## src/assert_macros.svh

```systemverilog
// assertion macros included by the multiplier top
// expects clk and arst_n in the including scope
`ifndef ASSERT_MACROS_SVH
`define ASSERT_MACROS_SVH

// implication checked on every clock edge outside reset
`define ASSERT_CLK(label, prop, msg) \
	label: assert property (@(posedge clk) disable iff (!arst_n) prop) else $error(msg);

// same check, also active while reset is applied
`define ASSERT_ALWAYS(label, prop, msg) \
	label: assert property (@(posedge clk) prop) else $error(msg);

`endif

```

## src/mmm_pkg.sv

```systemverilog
// package of the montgomery modular multiplier: widths, register indexes,
// and the single restoring-division step; no dependencies
package mmm_pkg;

	localparam int WIDTH       = 16;               // operand width
	localparam int REG_W       = 16;               // modulus and constant width
	localparam int RB_W        = 5;                // radix_bits width
	localparam int CFG_IDX_W   = 2;
	localparam int MOD_STEP    = 4;                // quotient bits per mod stage
	localparam int MOD_STAGES  = 13;
	localparam int MOD_W       = MOD_STEP * MOD_STAGES;  // dividend width
	localparam int S_W         = 31;               // redc s width (radix up to 31 bits)
	localparam int V_W         = 2 * REG_W;        // am * bm
	localparam int SN_W        = S_W + REG_W;
	localparam int SUM_W       = SN_W + 1;
	localparam int U_W         = V_W + 1;
	localparam int CR_W        = U_W + REG_W;      // c * radix_inverse
	localparam int VLD_LEN     = 2 + MOD_STAGES + 6 + MOD_STAGES;

	typedef enum logic [CFG_IDX_W-1:0] {
		CFG_MODULUS       = 2'd0,
		CFG_RADIX_BITS    = 2'd1,
		CFG_NEG_INVERSE   = 2'd2,
		CFG_RADIX_INVERSE = 2'd3
	} cfg_idx_t;

	// one restoring step: shift in one dividend bit, subtract n if it fits
	function automatic logic [REG_W-1:0] mod_step(
		input logic [REG_W-1:0] rem,
		input logic             dbit,
		input logic [REG_W-1:0] n
	);
		logic [REG_W:0] t;
		t = {rem, dbit};
		if (t >= {1'b0, n}) begin
			t = t - {1'b0, n};
		end
		return t[REG_W-1:0];
	endfunction

endpackage

```

## src/mmm_mod.sv

```systemverilog
// pipelined remainder unit: MOD_W-bit dividend mod a 16-bit modulus,
// MOD_STEP restoring steps per stage; depends on mmm_pkg
module mmm_mod (
	input  logic                        clk,
	input  logic                        en,
	input  logic [mmm_pkg::MOD_W-1:0]   x,
	input  logic [mmm_pkg::REG_W-1:0]   n,
	output logic [mmm_pkg::REG_W-1:0]   r
);
	import mmm_pkg::*;

	for (genvar g = 0; g < MOD_STAGES; g++) begin : g_stage
		logic [REG_W-1:0] rem_in, rem_d, rem_s;
		logic [MOD_W-1:0] val_in, val_d, val_s;

		// first stage starts from the raw dividend
		if (g == 0) begin : g_first
			assign rem_in = '0;
			assign val_in = x;
		end else begin : g_next
			assign rem_in = g_stage[g-1].rem_s;
			assign val_in = g_stage[g-1].val_s;
		end

		always_comb begin
			logic [REG_W-1:0] rr;
			logic [MOD_W-1:0] vv;
			rr = rem_in;
			vv = val_in;
			for (int i = 0; i < MOD_STEP; i++) begin
				rr = mod_step(rr, vv[MOD_W-1], n);
				vv = vv << 1;
			end
			rem_d = rr;
			val_d = vv;
		end

		always_ff @(posedge clk) begin
			if (en) begin
				rem_s <= rem_d;
				val_s <= val_d;
			end
		end
	end

	assign r = g_stage[MOD_STAGES-1].rem_s;

endmodule

```

## config.mk

```make
export PLATFORM = sky130hd
export DESIGN_NAME = mmm_mod
export DESIGN_NICKNAME = d
export VERILOG_FILES = /design/src/assert_macros.svh /design/src/mmm_pkg.sv /design/src/mmm_mod.sv
export SDC_FILE = /design/constraint.sdc
export NUM_CORES = 2
export LEC_CHECK = 0
export ABC_AREA = 1
export BUFFER_PORTS_ARGS = -buffer_cell sky130_fd_sc_hd__buf_2
export CORE_MARGIN = 2
export CORE_UTILIZATION = 55
export CTS_CLUSTER_DIAMETER = 50
export CTS_CLUSTER_SIZE = 16
export DETAILED_ROUTE_END_ITERATION = 6
export GPL_ROUTABILITY_DRIVEN = 0
export PLACE_DENSITY_LB_ADDON = 0.12
export SYNTH_ARGS = -nofsm -noshare
export SYNTH_HDL_FRONTEND = slang
export SYNTH_SLANG_ARGS = --single-unit
export TNS_END_PERCENT = 10
```

## constraint.sdc

```tcl
create_clock -name clk -period 21.6 [get_ports clk]
set_clock_uncertainty 0.2 [all_clocks]
set_input_delay 2.16 -clock clk [delete_from_list [all_inputs] [get_ports clk]]
set_output_delay 2.16 -clock clk [all_outputs]
set_load 0.01 [all_outputs]
```

==> impl_metrics.tcl <==
set metrics [dict create \
    arrival_ns 12.56 \
    maxSlewViolCount 0 \
    setup_violations 0 \
    routed_wl_microns 186000 \
    tritoncts "yes" \
    drv_cap 0 \
    rows 126 \
    worst_slew_pin_slew_ns 1.09 \
    track_usage_pct 30.0 \
    antenna_found_initial 1 \
    wl_per_cell_microns 17.0 \
    worstHoldStart "g_stage[2].val_s[26]" \
    cts-resized-gates 0 \
    start_util_pct 55.3 \
    finalCriticalPeriod_ns 12.17 \
    critPathMaxStageDelay_ns 0.72 \
    synth-seq-cells 520 \
    h-tree-depth 3 \
    ctsHoldBuffers 0 \
    cp-startpoint "n[8]" \
    nets 10300 \
    n_fill_cell 11100 \
    layout_common_cells "nand2_1, inv_1, ha_1" \
    synth_nets 10200 \
    ys_types 66 \
    critPathCaptureType "register" \
    grt_overflow 0 \
    avgSynthCellArea_sq_um 7.04 \
    initialDrtViolationCount 5304 \
    die_x_microns 348 \
    hold_viol 0 \
    synthArstFlopShare_pct 0 \
    via_per_inst 5.73 \
    syn_inst 9256 \
    cp_slowest_cell "a21oi_1" \
    cp_common_cell "nand2_1" \
    worstPathRequired_ns 21.98 \
    root_buffer "clkbuf_16" \
    antenna-diode-count 0 \
    status "complete, no violations" \
    fin_setup_tns_ns 0 \
    cts_setup_buffers 0 \
    drt.antenna.violating_nets 0 \
    clock_path_buffers 3 \
    die_area_sq_mm 0.121 \
    final_common_cell "nand2_1" \
    drc 0 \
    areaGrowthSynthToFinish_pct 7.06 \
    r2r_start "g_stage[7].rem_s[7]" \
    hp-class "register to register" \
    coreArea_sq_mm 0.118 \
    worstSetupStartpointType "input port" \
    grt_max_degree 85 \
    die_y_microns 348 \
    drive_gt1_share_pct 5.50 \
    first_pass_iters 6 \
    insertion_delay_ns 0.71 \
    io_pins 86 \
    synth_flop_cell "edfxtp_1" \
    grt_setup_unrepaired "no" \
    ys_warn_count 0 \
    cts_buffers 78 \
    crit_type "input port to register" \
    synth_edf_count 520 \
    grt_pass1_wl_microns 297000 \
    grt_pass1_vias 57900 \
    yosysSeqAreaShare_pct 24.0 \
    synth_area_sq_mm 0.0652 \
    relSlewSlack_pct 26.1 \
    port_buffers 85 \
    dpl.hpwl_microns 142000 \
    cp_max_fo 29 \
    num_vias 62700 \
    clock_sinks 520 \
    fin_crit_sh_pct 56.4 \
    max_freq_mhz 82.2 \
    clk_pin_slew_ns 0.05 \
]
## layout make-up
type	instances	area, sq um	area share [%]
multi-input cells	7633	45000	64.5
flip-flops and latches	520	15600	22.4
inverters	974	3700	5.30
clock buffers	81	1980	2.84
well taps	1536	1920	2.75
repair buffers	133	826	1.18
clock inverters	62	752	1.08
## worst paths after layout
check	end	slack, ns	depth (start not counted)
setup / recovery	g_stage[2].rem_s[4]	9.43	44
hold / removal	g_stage[3].val_s[30]	0.21	0
setup reg to reg	g_stage[8].rem_s[14]	11.68	42
hold reg to reg	g_stage[3].val_s[30]	0.21	0
## sequential cells by signal, summed over array words and instances (netlist names)
signal,cells
r,16
g_stage.rem_s,176
g_stage.rem_in,16
g_stage.val_s,300
g_stage.val_in,12
## critical path: cells and delay by family
family / cells / cell delay, ns
buf+inv: 8 / 1.78
compound gates: 14 / 4.03
fa+ha+maj: 4 / 1.35
simple gates: 18 / 3.15
## cell usage after synthesis (13+ instances only)
master | n | area share, %
nand2_1 | 3067 | 18
inv_1 | 951 | 5.5
ha_1 | 818 | 16
nand3_1 | 690 | 5.3
a21oi_1 | 659 | 5.1
edfxtp_1 | 520 | 24
o21ai_0 | 502 | 3.9
nor2_1 | 425 | 2.4
xor2_1 | 325 | 4.4
xnor2_1 | 290 | 3.9
nand4_1 | 122 | 1.2
o21ai_1 | 53 | 0.41
a31oi_1 | 52 | 0.50
fa_1 | 51 | 1.6
buf_2 | 49 | 0.38
a21boi_0 | 46 | 0.53
nor3_1 | 44 | 0.34
a21o_1 | 41 | 0.47
nand3b_1 | 41 | 0.47
or2_2 | 37 | 0.36
buf_6 | 35 | 0.60
nand2_2 | 35 | 0.34
o21bai_1 | 34 | 0.39
o21a_1 | 32 | 0.37
nor4_1 | 31 | 0.30
buf_4 | 30 | 0.35
o211ai_1 | 25 | 0.29
inv_2 | 22 | 0.13
nand3_2 | 22 | 0.34
o21ai_2 | 22 | 0.30
nor2_4 | 16 | 0.28
nand2_4 | 15 | 0.26
nor2_2 | 15 | 0.14
a221oi_1 | 13 | 0.17
clkbuf_1 | 13 | 0.075
## metal layers
metal / GRT usage (%) / routed length [microns] / vias up
met5: 0 / 0 / -
li1: - / - / 31500
met1: 40.3 / 82700 / 28600
met4: 10.4 / 6730 / 0
met3: 4.25 / 13100 / 397
met2: 49.2 / 83400 / 2163
## cells by family (layout without fill, tap and decap cells)
family,after synthesis,after routing,share of synthesized area [%]
compound gates,1537,1537,13.2
xor+xnor,615,615,8.27
fa+ha+maj,869,869,17.3
buf+inv,1103,1250,7.02
flops,520,520,24.0
simple gates,4612,4612,30.3
## per-stage QoR
stage	cells	setup WS, ns	hold WS, ns	utilization (%)	area [sq um]
CTS	10900	9.66	0.202	59.2	69800
global placement	10800	9.15	0.201	56.9	67000
floorplan	9256	10.40	0.200	-	65200
detailed placement	10800	8.93	0.205	56.9	67000
global route	10900	8.49	0.214	59.2	69800
finish	10900	9.43	0.214	59.2	69800
Power is not shown: default switching activity piles up to over one toggle a cycle in this logic, so the estimate is an artifact.
